### src/sv/wav_pkg.sv
`default_nettype none
// ----------------------------------------------------------------------------
// WAV header parser package
// Shared types, tags, error codes and controller states.
// ----------------------------------------------------------------------------
package wav_pkg;

	localparam logic [31:0] TAG_RIFF = 32'h52494646;
	localparam logic [31:0] TAG_WAVE = 32'h57415645;
	localparam logic [31:0] TAG_FMT  = 32'h666D7420;
	localparam logic [31:0] TAG_DATA = 32'h64617461;

	localparam logic [15:0] FMT_PCM   = 16'h0001;
	localparam logic [15:0] FMT_FLOAT = 16'h0003;
	localparam logic [15:0] FMT_ALAW  = 16'h0006;
	localparam logic [15:0] FMT_MULAW = 16'h0007;
	localparam logic [15:0] FMT_EXT   = 16'hFFFE;

	typedef enum logic [3:0] {
		ERR_OK           = 4'd0,
		ERR_SHORT_RIFF   = 4'd1,
		ERR_RIFF_ID      = 4'd2,
		ERR_WAVE_ID      = 4'd3,
		ERR_SHORT_FMT    = 4'd4,
		ERR_FMT_MISSING  = 4'd5,
		ERR_FMT_SIZE     = 4'd6,
		ERR_TAG          = 4'd7,
		ERR_SHORT_DATA   = 4'd8,
		ERR_DATA_MISSING = 4'd9,
		ERR_MISALIGNED   = 4'd10
	} err_t;

	typedef enum logic [1:0] {
		ST_SCAN,
		ST_DIV,
		ST_OUT
	} state_t;

	typedef struct packed {
		logic [7:0] file_byte;
		logic       is_final;
	} in_item_t;

	typedef struct packed {
		logic [3:0]  error_code;
		logic [31:0] riff_size;
		logic [31:0] fmt_size;
		logic [15:0] format_tag;
		logic [15:0] channel_count;
		logic [31:0] sample_rate;
		logic [31:0] byte_rate;
		logic [15:0] block_align;
		logic [15:0] sample_bits;
		logic [31:0] data_size;
		logic [31:0] frame_count;
		logic [31:0] sample_offset;
	} out_item_t;

	// Controller to datapath.
	typedef struct packed {
		logic take_byte;
		logic div_start;
		logic div_step;
		logic clear;
	} cmd_t;

	// Datapath to controller.
	typedef struct packed {
		logic div_needed;
		logic div_done;
	} sts_t;

endpackage
`default_nettype wire

### src/sv/wav_ctrl.sv
`default_nettype none
// ----------------------------------------------------------------------------
// WAV header parser controller
// Sequences byte scanning, the frame division and result hand-off.
// ----------------------------------------------------------------------------
module wav_ctrl import wav_pkg::*; (
	input  wire  clk,
	input  wire  arst_n,
	input  wire  in_valid,
	input  wire  in_final,
	output logic in_ready,
	output logic out_valid,
	input  wire  out_ready,
	input  sts_t sts,
	output cmd_t cmd
);

	state_t state_q, state_d;

	always_ff @(posedge clk or negedge arst_n) begin
		if (!arst_n) begin
			state_q <= ST_SCAN;
		end else begin
			state_q <= state_d;
		end
	end

	always_comb begin
		state_d = state_q;
		case (state_q)
			ST_SCAN: begin
				if (in_valid && in_final) begin
					state_d = ST_DIV;
				end
			end
			ST_DIV: begin
				if (!sts.div_needed || sts.div_done) begin
					state_d = ST_OUT;
				end
			end
			ST_OUT: begin
				if (out_ready) begin
					state_d = ST_SCAN;
				end
			end
			default: state_d = ST_SCAN;
		endcase
	end

	always_comb begin
		in_ready      = 1'b0;
		out_valid     = 1'b0;
		cmd.take_byte = 1'b0;
		cmd.div_start = 1'b0;
		cmd.div_step  = 1'b0;
		cmd.clear     = 1'b0;
		case (state_q)
			ST_SCAN: begin
				in_ready      = 1'b1;
				cmd.take_byte = in_valid;
				cmd.div_start = in_valid && in_final;
			end
			ST_DIV: begin
				cmd.div_step = 1'b1;
			end
			ST_OUT: begin
				out_valid = 1'b1;
				cmd.clear = out_ready;
			end
			default: ;
		endcase
	end

endmodule
`default_nettype wire

### src/sv/wav_dpath.sv
`default_nettype none
// ----------------------------------------------------------------------------
// WAV header parser datapath
// Tag window, field capture, final checks and a radix-2 frame divider.
// ----------------------------------------------------------------------------
module wav_dpath import wav_pkg::*; #(
	parameter int POSITION_BITS = 32
) (
	input  wire       clk,
	input  wire       arst_n,
	input  wire [7:0] file_byte,
	input  cmd_t      cmd,
	output sts_t      sts,
	output out_item_t result
);

	localparam int PB = POSITION_BITS;

	logic [PB-1:0] pos_q;
	logic [31:0]   win_q;
	logic          riff_ok_q, wave_ok_q;
	logic          fmt_seen_q, data_seen_q;
	logic [PB-1:0] fmt_start_q, data_start_q;
	logic [31:0]   riff_size_q, fmt_size_q, rate_q, brate_q, dsize_q;
	logic [15:0]   ftag_q, chans_q, align_q, bits_q;
	logic [3:0]    err_q;
	logic [31:0]   quo_q, rem_q;
	logic [5:0]    cnt_q;

	logic [31:0]   win_d;
	logic [PB-1:0] foff, doff, size_next;
	logic          fmt_hit, data_hit, fmt_now, data_now;
	logic [PB-1:0] fstart_now, dstart_now;
	logic [3:0]    err_pre;
	logic          tag_good;
	logic [32:0]   rem_shift;

	assign win_d = {win_q[23:0], file_byte};
	assign fmt_hit  = (pos_q >= PB'(3)) && !fmt_seen_q && (win_d == TAG_FMT);
	assign data_hit = (pos_q >= PB'(3)) && !data_seen_q && (win_d == TAG_DATA);
	assign fmt_now    = fmt_seen_q || fmt_hit;
	assign data_now   = data_seen_q || data_hit;
	assign fstart_now = fmt_hit ? pos_q - PB'(3) : fmt_start_q;
	assign dstart_now = data_hit ? pos_q - PB'(3) : data_start_q;
	assign foff = pos_q - fstart_now;
	assign doff = pos_q - dstart_now;
	assign size_next = (&pos_q) ? pos_q : pos_q + PB'(1);

	assign tag_good = (ftag_q == FMT_PCM) || (ftag_q == FMT_FLOAT) ||
		(ftag_q == FMT_ALAW) || (ftag_q == FMT_MULAW) || (ftag_q == FMT_EXT);

	// Checks up to the data-size ones, using state after the final byte.
	// Field bytes on the final byte are not yet in the field registers, but
	// the only checks that use fields are evaluated in the following cycle.
	always_comb begin
		if (size_next < PB'(12))                        err_pre = ERR_SHORT_RIFF;
		else if (!riff_ok_q)                            err_pre = ERR_RIFF_ID;
		else if (!(wave_ok_q || (pos_q == PB'(11) && win_d == TAG_WAVE)))
			err_pre = ERR_WAVE_ID;
		else if (size_next < PB'(24))                   err_pre = ERR_SHORT_FMT;
		else if (!fmt_now)                              err_pre = ERR_FMT_MISSING;
		else if (size_next - fstart_now < PB'(24))      err_pre = ERR_SHORT_FMT;
		else                                            err_pre = ERR_OK;
	end

	// Second-stage checks: err_q holds early result or ERR_OK pending.
	logic [3:0] err_fin;
	logic       size_ok_d;
	logic       dshort_q;
	always_comb begin
		if (err_q != ERR_OK)             err_fin = err_q;
		else if (fmt_size_q < 32'd16)    err_fin = ERR_FMT_SIZE;
		else if (!tag_good)              err_fin = ERR_TAG;
		else if (!data_seen_q)           err_fin = ERR_DATA_MISSING;
		else if (dshort_q)               err_fin = ERR_SHORT_DATA;
		else if (align_q == 16'd0)       err_fin = ERR_MISALIGNED;
		else                             err_fin = ERR_OK;
	end
	assign size_ok_d = (size_next - dstart_now) < PB'(8);

	assign sts.div_needed = (err_fin == ERR_OK);
	assign sts.div_done   = cnt_q[5];
	assign rem_shift = {rem_q, quo_q[31]};

	always_ff @(posedge clk or negedge arst_n) begin
		if (!arst_n) begin
			pos_q <= '0;
			win_q <= '0;
			riff_ok_q <= 1'b0;
			wave_ok_q <= 1'b0;
			fmt_seen_q <= 1'b0;
			data_seen_q <= 1'b0;
			fmt_start_q <= '0;
			data_start_q <= '0;
			riff_size_q <= '0;
			fmt_size_q <= '0;
			ftag_q <= '0;
			chans_q <= '0;
			rate_q <= '0;
			brate_q <= '0;
			align_q <= '0;
			bits_q <= '0;
			dsize_q <= '0;
			err_q <= ERR_OK;
			dshort_q <= 1'b0;
			quo_q <= '0;
			rem_q <= '0;
			cnt_q <= '0;
		end else if (cmd.clear) begin
			pos_q <= '0;
			win_q <= '0;
			riff_ok_q <= 1'b0;
			wave_ok_q <= 1'b0;
			fmt_seen_q <= 1'b0;
			data_seen_q <= 1'b0;
			fmt_start_q <= '0;
			data_start_q <= '0;
			riff_size_q <= '0;
			fmt_size_q <= '0;
			ftag_q <= '0;
			chans_q <= '0;
			rate_q <= '0;
			brate_q <= '0;
			align_q <= '0;
			bits_q <= '0;
			dsize_q <= '0;
			err_q <= ERR_OK;
			dshort_q <= 1'b0;
			quo_q <= '0;
			rem_q <= '0;
			cnt_q <= '0;
		end else if (cmd.take_byte) begin
			win_q <= win_d;
			pos_q <= size_next;
			if (pos_q == PB'(3) && win_d == TAG_RIFF) riff_ok_q <= 1'b1;
			if (pos_q == PB'(11) && win_d == TAG_WAVE) wave_ok_q <= 1'b1;
			if (fmt_hit) begin
				fmt_seen_q <= 1'b1;
				fmt_start_q <= pos_q - PB'(3);
			end
			if (data_hit) begin
				data_seen_q <= 1'b1;
				data_start_q <= pos_q - PB'(3);
			end
			if (pos_q >= PB'(4) && pos_q <= PB'(7))
				riff_size_q[8*pos_q[1:0] +: 8] <= file_byte;
			if (fmt_now && pos_q >= fstart_now) begin
				if (foff >= PB'(4) && foff <= PB'(7))
					fmt_size_q[8*foff[1:0] +: 8] <= file_byte;
				else if (foff >= PB'(8) && foff <= PB'(9))
					ftag_q[8*foff[0] +: 8] <= file_byte;
				else if (foff >= PB'(10) && foff <= PB'(11))
					chans_q[8*foff[0] +: 8] <= file_byte;
				else if (foff >= PB'(12) && foff <= PB'(15))
					rate_q[8*foff[1:0] +: 8] <= file_byte;
				else if (foff >= PB'(16) && foff <= PB'(19))
					brate_q[8*foff[1:0] +: 8] <= file_byte;
				else if (foff >= PB'(20) && foff <= PB'(21))
					align_q[8*foff[0] +: 8] <= file_byte;
				else if (foff >= PB'(22) && foff <= PB'(23))
					bits_q[8*foff[0] +: 8] <= file_byte;
			end
			if (data_now && pos_q >= dstart_now && doff >= PB'(4) && doff <= PB'(7))
				dsize_q[8*doff[1:0] +: 8] <= file_byte;
			if (cmd.div_start) begin
				err_q <= err_pre;
				dshort_q <= size_ok_d;
				cnt_q <= '0;
			end
		end else if (cmd.div_step) begin
			if (cnt_q == 6'd0) begin
				err_q <= err_fin;
				quo_q <= dsize_q;
				rem_q <= '0;
				cnt_q <= 6'd1;
			end else if (!cnt_q[5] || cnt_q == 6'd32) begin
				// One quotient bit per cycle, restoring division.
				if (rem_shift >= {17'd0, align_q}) begin
					rem_q <= 32'(rem_shift - {17'd0, align_q});
					quo_q <= {quo_q[30:0], 1'b1};
				end else begin
					rem_q <= rem_shift[31:0];
					quo_q <= {quo_q[30:0], 1'b0};
				end
				cnt_q <= cnt_q + 6'd1;
			end
		end
	end

	// cnt_q counts the steps 1..32. Done shows while the 32nd step is being
	// taken, so the controller leaves just as that step completes.
	logic div_ok;
	assign div_ok = (err_q == ERR_OK) && (rem_q == 32'd0);

	always_comb begin
		result.error_code    = (err_q == ERR_OK && rem_q != 32'd0) ? ERR_MISALIGNED : err_q;
		result.riff_size     = riff_size_q;
		result.fmt_size      = fmt_size_q;
		result.format_tag    = ftag_q;
		result.channel_count = chans_q;
		result.sample_rate   = rate_q;
		result.byte_rate     = brate_q;
		result.block_align   = align_q;
		result.sample_bits   = bits_q;
		result.data_size     = dsize_q;
		result.frame_count   = div_ok ? quo_q : 32'd0;
		result.sample_offset = data_seen_q ? 32'(data_start_q) + 32'd8 : 32'd0;
	end

endmodule
`default_nettype wire

### src/sv/wav_header_parser_unit.sv
`default_nettype none
// ----------------------------------------------------------------------------
// WAV header parser
// Scans a WAV file byte stream and reports header fields and an error code.
// ----------------------------------------------------------------------------
// One byte is taken per cycle while scanning. After the byte marked final,
// the block finishes the checks and then, when they pass, runs a bit-serial
// divider computing the frame count before the result is offered; it then
// waits on out until taken, and the next file's first byte is accepted in
// the cycle after that transaction.
module wav_header_parser_unit import wav_pkg::*; #(
	parameter int POSITION_BITS = 32
) (
	input  wire       clk,
	input  wire       arst_n,
	input  wire       in_valid,
	output logic      in_ready,
	input  in_item_t  in_data,
	output logic      out_valid,
	input  wire       out_ready,
	output out_item_t out_data
);

	cmd_t cmd;
	sts_t sts;

	wav_ctrl u_ctrl (
		.clk      (clk),
		.arst_n   (arst_n),
		.in_valid (in_valid),
		.in_final (in_data.is_final),
		.in_ready (in_ready),
		.out_valid(out_valid),
		.out_ready(out_ready),
		.sts      (sts),
		.cmd      (cmd)
	);

	wav_dpath #(.POSITION_BITS(POSITION_BITS)) u_dpath (
		.clk      (clk),
		.arst_n   (arst_n),
		.file_byte(in_data.file_byte),
		.cmd      (cmd),
		.sts      (sts),
		.result   (out_data)
	);

`ifndef SYNTHESIS
	a_no_overlap: assert property (@(posedge clk) disable iff (!arst_n)
		!(in_ready && out_valid)) else $error("input and output open together");
	a_out_holds: assert property (@(posedge clk) disable iff (!arst_n)
		out_valid && !out_ready |=> out_valid && $stable(out_data))
		else $error("result changed while stalled");
	a_final_leaves_scan: assert property (@(posedge clk) disable iff (!arst_n)
		in_valid && in_ready && in_data.is_final |=> !in_ready)
		else $error("scan continued after final byte");
`endif

endmodule
`default_nettype wire
### config.mk
export PLATFORM = sky130hd
export DESIGN_NAME = wav_header_parser_unit
export DESIGN_NICKNAME = d
export VERILOG_FILES = /design/src/sv/wav_pkg.sv /design/src/sv/wav_ctrl.sv /design/src/sv/wav_dpath.sv /design/src/sv/wav_header_parser_unit.sv
export SDC_FILE = /design/constraint.sdc
export NUM_CORES = 1
export LEC_CHECK = 0
export BUFFER_PORTS_ARGS = -buffer_cell sky130_fd_sc_hd__buf_2
export CORE_ASPECT_RATIO = 1.1
export CORE_MARGIN = 2
export CORE_UTILIZATION = 40
export CTS_BUF_LIST = sky130_fd_sc_hd__clkbuf_8
export DETAILED_ROUTE_END_ITERATION = 16
export GPL_ROUTABILITY_DRIVEN = 0
export PLACE_DENSITY = 0.6
export SLEW_MARGIN = 5
export SYNTH_ARGS = -nofsm -noshare
export SYNTH_HDL_FRONTEND = slang
export SYNTH_SLANG_ARGS = --single-unit
### constraint.sdc
create_clock -name clk -period 7.05 [get_ports clk]
set_clock_uncertainty 0.05 [all_clocks]
set_input_delay 0.705 -clock clk [delete_from_list [all_inputs] [get_ports clk]]
set_output_delay 0.705 -clock clk [all_outputs]
set_load 0.01 [all_outputs]
==> impl_metrics.env, run 1 <==
export IMPL_cts_tree="yes"
export IMPL_groute_usage_overall_pct=27.43
export IMPL_drv_slew=0
export IMPL_synth_area_leaders="dfrtp_1, mux2i_1, ha_1, nand2_1, o21ai_0"
export IMPL_htree_levels=3
export IMPL_maxCapViolCount=0
export IMPL_synth_edf_count=0
export IMPL_worst_setup_path_end_kind="register"
export IMPL_drt_antenna_violating_nets=0
export IMPL_layout_common_cells="nand2_1, dfrtp_1, buf_2"
export IMPL_tightest_slew_ps=1230
export IMPL_antenna_found_initial=3
export IMPL_mappedNetlistArea_mm2=0.03002
export IMPL_syn_area_per_cell_um2=8.479
export IMPL_drtIter0Drc=2832
export IMPL_area_growth_pct=16.51
export IMPL_ys_ff_latch=425
export IMPL_n_fill_cell=7371
export IMPL_crit_path_start_kind="register"
export IMPL_numCtsBuffers=75
export IMPL_clkTransAtPathRegs_ps=70
export IMPL_layout_nets=4030
export IMPL_postCtsSetupBuffers=0
export IMPL_ir_drop_uv=231.6
export IMPL_start_util_pct=40.31
export IMPL_vias_per_cell=5.943
export IMPL_die_width_um=265.2
export IMPL_min_path_type="input pin to async pin"
export IMPL_vias=29074
export IMPL_root_buffer="clkbuf_8"
export IMPL_synth_flop_cell="dfrtp_1"
export IMPL_layout_drive_gt1_share_pct=16.96
export IMPL_setup_violations=0
export IMPL_yosysTopAreaCell="dfrtp_1"
export IMPL_dieArea_mm2=0.07727
export IMPL_finalHoldWorstSlack_ps=93.87
export IMPL_yosysSeqAreaShare_pct=35.42
export IMPL_drtPass1Iterations=6
export IMPL_clock_path_buffers=3
export IMPL_final_common_cell="nand2_1"
export IMPL_leakagePower_nw=17.53
export IMPL_port_buffers=306
export IMPL_grt_pass1_vias=27594
export IMPL_num_io_pins=307
export IMPL_period_share_pct=98.32
export IMPL_grt_max_degree=180
export IMPL_wl_per_cell_um=22.27
export IMPL_synth_cells=3541
export IMPL_slew_headroom_pct=17.36
export IMPL_multi_input_area_mm2=0.01825
export IMPL_crit_type="register to register"
export IMPL_synth_top_area_share_pct=35.42
export IMPL_yosys_warnings=0
export IMPL_core_mm2=0.07449
export IMPL_hpwl_mm=81.68
export IMPL_required_ps=7620
export IMPL_r2r_setup_slack_ps=120
export IMPL_syn_nets=3700
export IMPL_drc=0
export IMPL_postRouteWirelength_mm=108.9
export IMPL_path_max_fanout=14
export IMPL_rows=105
export IMPL_p_per_area_mw_per_mm2=430.7
export IMPL_period_minus_slack_ps=6931
export IMPL_crit_start="u_dpath.pos_q[5]"
export IMPL_worstReg2RegStart="u_dpath.pos_q[5]"
export IMPL_synthArstFlopShare_pct=100.0
export IMPL_tns_ps=0
export IMPL_arrival_ps=7500
export IMPL_grt_overflow_total=0
export IMPL_die_h_um=291.3
export IMPL_grt_pass1_wl_mm=167.3
export IMPL_clk_latency_ps=690
export IMPL_hold_viol_final=0
export IMPL_cts_sinks=425
export IMPL_status="finished clean"
export IMPL_yosysUniqueCellTypes=101
export IMPL_area_sequential_mm2=0.01064
export IMPL_max_freq_mhz=144.3
[worst paths after layout]
path	endpoint	cells after the start
max	u_dpath.err_q[2]	26
min	u_dpath.fmt_size_q[2]	1
max reg2reg	u_dpath.err_q[2]	26
min reg2reg	u_dpath.fmt_start_q[24]	2
max in group asynchronous	u_dpath.rem_q[19]	2
min in group clk	u_ctrl.state_q[1]	2
[kinds of logic after synthesis]
kind of cell               synth area share, %
DFF                                      35.42
AOI/OAI and AO/OA                        19.34
and+or+nand+nor                          22.80
xor gates and xnor gates                 4.492
buffers and inverters                    4.292
adders and majority gates                6.393
muxes                                    7.264
[Yosys cell counts (21+ instances only)]
library cell	instances
dfrtp_1	425
a22o_1	62
clkbuf_1	161
buf_1	27
nand4_1	65
nor2_1	276
nor4_1	53
nand2_1	457
nand3_1	151
and2_1	46
inv_1	114
mux2i_1	210
a21oi_1	198
and3_1	38
xnor2_1	75
a211oi_1	31
buf_2	21
a21o_1	61
nor2b_1	31
nand2b_1	33
a32o_1	35
o21ai_0	282
xor2_1	79
or3_1	24
nor3_1	72
ha_1	143
[final cells by class]
type | instances | share of cell area (%)
flip-flops and latches | 425 | 30.40
repair buffers | 467 | 8.312
clock inverters | 43 | 0.8727
multi-input cells | 2786 | 52.17
clock buffers | 90 | 3.541
inverters | 116 | 1.245
diodes | 2 | 0.01431
well taps | 963 | 3.444
[stage by stage]
step	worst slack, ps	cell area (um2)	std cells	total power (W)	util [%]
6_report	118.6	34980	4892	0.01507	46.96
3_5_place_dp	-156.1	33340	4757	0.01234	44.75
5_1_grt	-0.9592	34980	4891	0.01599	46.96
2_1_floorplan	22.37	30040	3541	0.009508	-
4_1_cts	103.3	34880	4890	0.01482	46.83
3_3_place_gp	-50.80	33340	4757	0.01236	44.75
[power breakdown]
part / switching [W] / internal, W / total [W]
registers: 0.000229 / 0.00266 / 0.00289
clock network: 0.00114 / 0.00128 / 0.00242
logic: 0.00612 / 0.00363 / 0.00976
total: 0.00749 / 0.00757 / 0.0151
[sequential cells by signal (all words and copies together), names as in the netlist, 2 cells and up]
| name | flops |
|---|---|
| u_dpath.align_q | 16 |
| u_dpath.data_start_q | 32 |
| u_dpath.fmt_size_q | 32 |
| u_dpath.brate_q | 32 |
| u_dpath.riff_size_q | 32 |
| u_dpath.rem_q | 32 |
| u_dpath.dsize_q | 32 |
| u_dpath.pos_q | 32 |
| u_dpath.bits_q | 16 |
| u_ctrl.state_q | 2 |
| u_dpath.cnt_q | 6 |
| u_dpath.quo_q | 32 |
| u_dpath.chans_q | 16 |
| u_dpath.win_q | 24 |
| u_dpath.ftag_q | 16 |
| u_dpath.err_q | 4 |
| u_dpath.rate_q | 32 |
| u_dpath.fmt_start_q | 32 |
[layer usage]
metal	global-route usage, %	share of wire, %
met5	0	0.026
met1	35.79	42
met2	44.24	46
met4	13.83	5.1
met3	4.077	6.4
[what timing repair did]
item / in CTS / in global routing
endpoints found under the setup margin: 0 / 94
gates resized for setup: 0 / 22
hold buffers: 0 / 0
[critical path, stage by stage (launching register included)]
cell,delay (ps)
dfrtp_1,340
buf_4,240
nand4_1,210
or4_1,680
a211oi_1,300
buf_4,210
nand4_1,140
nor2_1,160
xnor2_1,260
inv_2,220
ha_1,430
nand2b_1,140
o22ai_1,80
a211oi_1,270
o21ai_0,150
nor3_1,240
o2111ai_1,130
nor4_1,400
o21ai_0,320
nor4_2,280
nand4_1,160
a2111oi_1,400
buf_4,190
and4_1,230
nand4_1,120
o31ai_1,280
buf_4,200
Note: power is estimated with default switching activity, not from simulation.
==> run 2: changes to the inputs <==
--- a/config.mk
+++ b/config.mk
@@ -5,6 +5,7 @@
 export SDC_FILE = /design/constraint.sdc
 export NUM_CORES = 1
 export LEC_CHECK = 0
+export ABC_AREA = 1
 export BUFFER_PORTS_ARGS = -buffer_cell sky130_fd_sc_hd__buf_2
 export CORE_ASPECT_RATIO = 1.1
 export CORE_MARGIN = 2
@@ -12,7 +13,9 @@
 export CTS_BUF_LIST = sky130_fd_sc_hd__clkbuf_8
 export DETAILED_ROUTE_END_ITERATION = 16
 export GPL_ROUTABILITY_DRIVEN = 0
+export MAX_ROUTING_LAYER = met4
 export PLACE_DENSITY = 0.6
+export SKIP_LAST_GASP = 1
 export SLEW_MARGIN = 5
 export SYNTH_ARGS = -nofsm -noshare
 export SYNTH_HDL_FRONTEND = slang
==> impl_metrics.env, run 2 <==
export IMPL_root_buffer="clkbuf_8"
export IMPL_yosys_warnings=0
export IMPL_cts_resized=0
export IMPL_slew_headroom_pct=24.12
export IMPL_yosysUniqueCellTypes=66
export IMPL_worst_setup_path_end_kind="register"
export IMPL_drt_antenna_violating_nets=0
export IMPL_drtIter0Drc=2789
export IMPL_drtPass1Iterations=6
export IMPL_fin_area_mm2=0.03546
export IMPL_synth_edf_count=0
export IMPL_drv_slew=0
export IMPL_ys_ff_latch=425
export IMPL_yosysSeqAreaShare_pct=34.36
export IMPL_synth_area_leaders="dfrtp_1, nand2_1, inv_1, ha_1, nor2_1"
export IMPL_hpwl_mm=88.51
export IMPL_crit_type="register to register"
export IMPL_clock_path_buffers=3
export IMPL_status="complete, but fails checks"
export IMPL_synthTopCellsByCount="nand2_1, inv_1, nor2_1, dfrtp_1, o21ai_0"
export IMPL_synthArstFlopShare_pct=100.0
export IMPL_grt_pass1_wl_mm=173.9
export IMPL_finalHoldWorstSlack_ps=-4.447
export IMPL_tightest_slew_ps=1137
export IMPL_crit_path_max_incr_delay_ps=470
export IMPL_worstReg2RegStart="u_dpath.pos_q[0]"
export IMPL_maxCapViolCount=0
export IMPL_path_max_fanout=25
export IMPL_synth_flop_cell="dfrtp_1"
export IMPL_htree_levels=3
export IMPL_vias_per_cell=5.459
export IMPL_postCtsSetupBuffers=0
export IMPL_final_common_cell="nand2_1"
export IMPL_postRouteWirelength_mm=113.7
export IMPL_grt_overflow_total=0
export IMPL_period_share_pct=92.90
export IMPL_cts_tree="yes"
export IMPL_dpl_cell_area_mm2=0.03380
export IMPL_tns_ps=0
export IMPL_clk_latency_ps=710
export IMPL_cpMaxStageDelayCell="nand3_1"
export IMPL_required_ps=7600
export IMPL_dieArea_mm2=0.07961
export IMPL_die_h_um=295.7
export IMPL_max_freq_mhz=152.7
export IMPL_antenna_found_initial=1
export IMPL_synth_top_area_share_pct=34.36
export IMPL_rows=106
export IMPL_crit_path_start_kind="register"
export IMPL_vias=32431
export IMPL_numCtsBuffers=79
export IMPL_syn_nets=4688
export IMPL_setup_violations=0
export IMPL_wl_per_cell_um=19.14
export IMPL_yosysMostFrequentCell="nand2_1"
export IMPL_crit_start="u_dpath.pos_q[0]"
export IMPL_groute_usage_overall_pct=28.52
export IMPL_start_util_pct=40.58
export IMPL_hold_viol_final=1
export IMPL_die_width_um=269.2
export IMPL_layout_nets=5014
export IMPL_violations="negative hold slack"
export IMPL_clkTransAtPathRegs_ps=70
export IMPL_grt_pass1_vias=30473
export IMPL_synth_cells=4529
export IMPL_arrival_ps=7100
export IMPL_n_fill_cell=7914
export IMPL_core_mm2=0.07626
export IMPL_drc=0
export IMPL_layout_drive_gt1_share_pct=12.40
export IMPL_layout_common_cells="nand2_1, inv_1, nor2_1"
export IMPL_yosysTopAreaCell="dfrtp_1"
export IMPL_num_io_pins=307
export IMPL_cts_sinks=425
export IMPL_period_minus_slack_ps=6549
export IMPL_grt_max_degree=128
export IMPL_hold_buffers=0
export IMPL_area_growth_pct=14.57
export IMPL_syn_area_per_cell_um2=6.833
export IMPL_rsz0062_at_grt="no"
export IMPL_min_path_type="input pin to async pin"
export IMPL_mappedNetlistArea_mm2=0.03095
export IMPL_port_buffers=306
==> run 2: changes by cell type after synthesis, sizes merged, moves of 55 or more <==
cell / delta
a21o: -55
a22o: -62
clkbuf: -59
inv: +407
mux2i: -210
nand2: +846
nand3: +112
nand4: +116
nor2: +197
o22ai: +126
==> run 2: logic make-up (layout without fill, tap and decap cells) <==
group	count (synthesis)	count (layout)	share of synthesized area, %
AOI/OAI and AO/OA	720	720	13.09
xor gates and xnor gates	145	145	4.104
adders and majority gates	146	146	5.975
buffers and inverters	675	1059	8.534
DFF	425	425	34.36
other	0	2	0
and+or+nand+nor	2418	2418	33.93
==> run 2: layout make-up <==
class,count,area [um2],area share [%]
Antenna cell,2,5.005,0.01411
Clock buffer,101,1390,3.920
Clock inverter,38,261.5,0.7375
Inverter,530,1992,5.618
Multi-Input combinational cell,3429,17690,49.90
Sequential cell,425,10640,29.99
Tap cell,1026,1284,3.620
Timing Repair Buffer,390,2197,6.196
==> run 2: stage by stage <==
stage,util (%),setup slack [ps],std cells,hold WS (ps)
2_1_floorplan,-,1514,4529,359.4
3_3_place_gp,44.32,672.5,5800,403.9
3_5_place_dp,44.32,617.8,5800,403.0
4_1_cts,46.49,665.7,5939,32.45
5_1_grt,46.50,14.84,5941,72.46
6_report,46.50,500.6,5941,-4.447
==> run 2: final timing paths <==
path	endpoint	depth (start not counted)	slack, ps
min in group clk	u_ctrl.state_q[0]	3	230
max	u_dpath.chans_q[5]	30	500
min	u_dpath.quo_q[25]	1	-4
max in group asynchronous	u_dpath.fmt_size_q[14]	2	5380
min reg2reg	u_dpath.rate_q[7]	2	420
max reg2reg	u_dpath.chans_q[5]	30	500
==> run 2: critical path: cells and delay by family, from the launching register on <==
| family | cells | cell delay (ps) |
|---|---|---|
| DFF | 1 | 390 |
| and+or+nand+nor | 19 | 3360 |
| adders and majority gates | 2 | 660 |
| AOI/OAI and AO/OA | 5 | 1580 |
| buffers and inverters | 4 | 370 |
==> run 2: layer usage <==
layer | track usage (%) | up-vias | part of all wire, %
li1 | - | 15733 | -
met1 | 34.71 | 15208 | 42
met2 | 46.69 | 1207 | 47
met3 | 3.441 | 283 | 5.7
met4 | 14.88 | 0 | 5.5
met5 | - | - | 0
Power of run 2 is not shown: default switching activity piles up to over one toggle a cycle in this logic, so the estimate is an artifact.
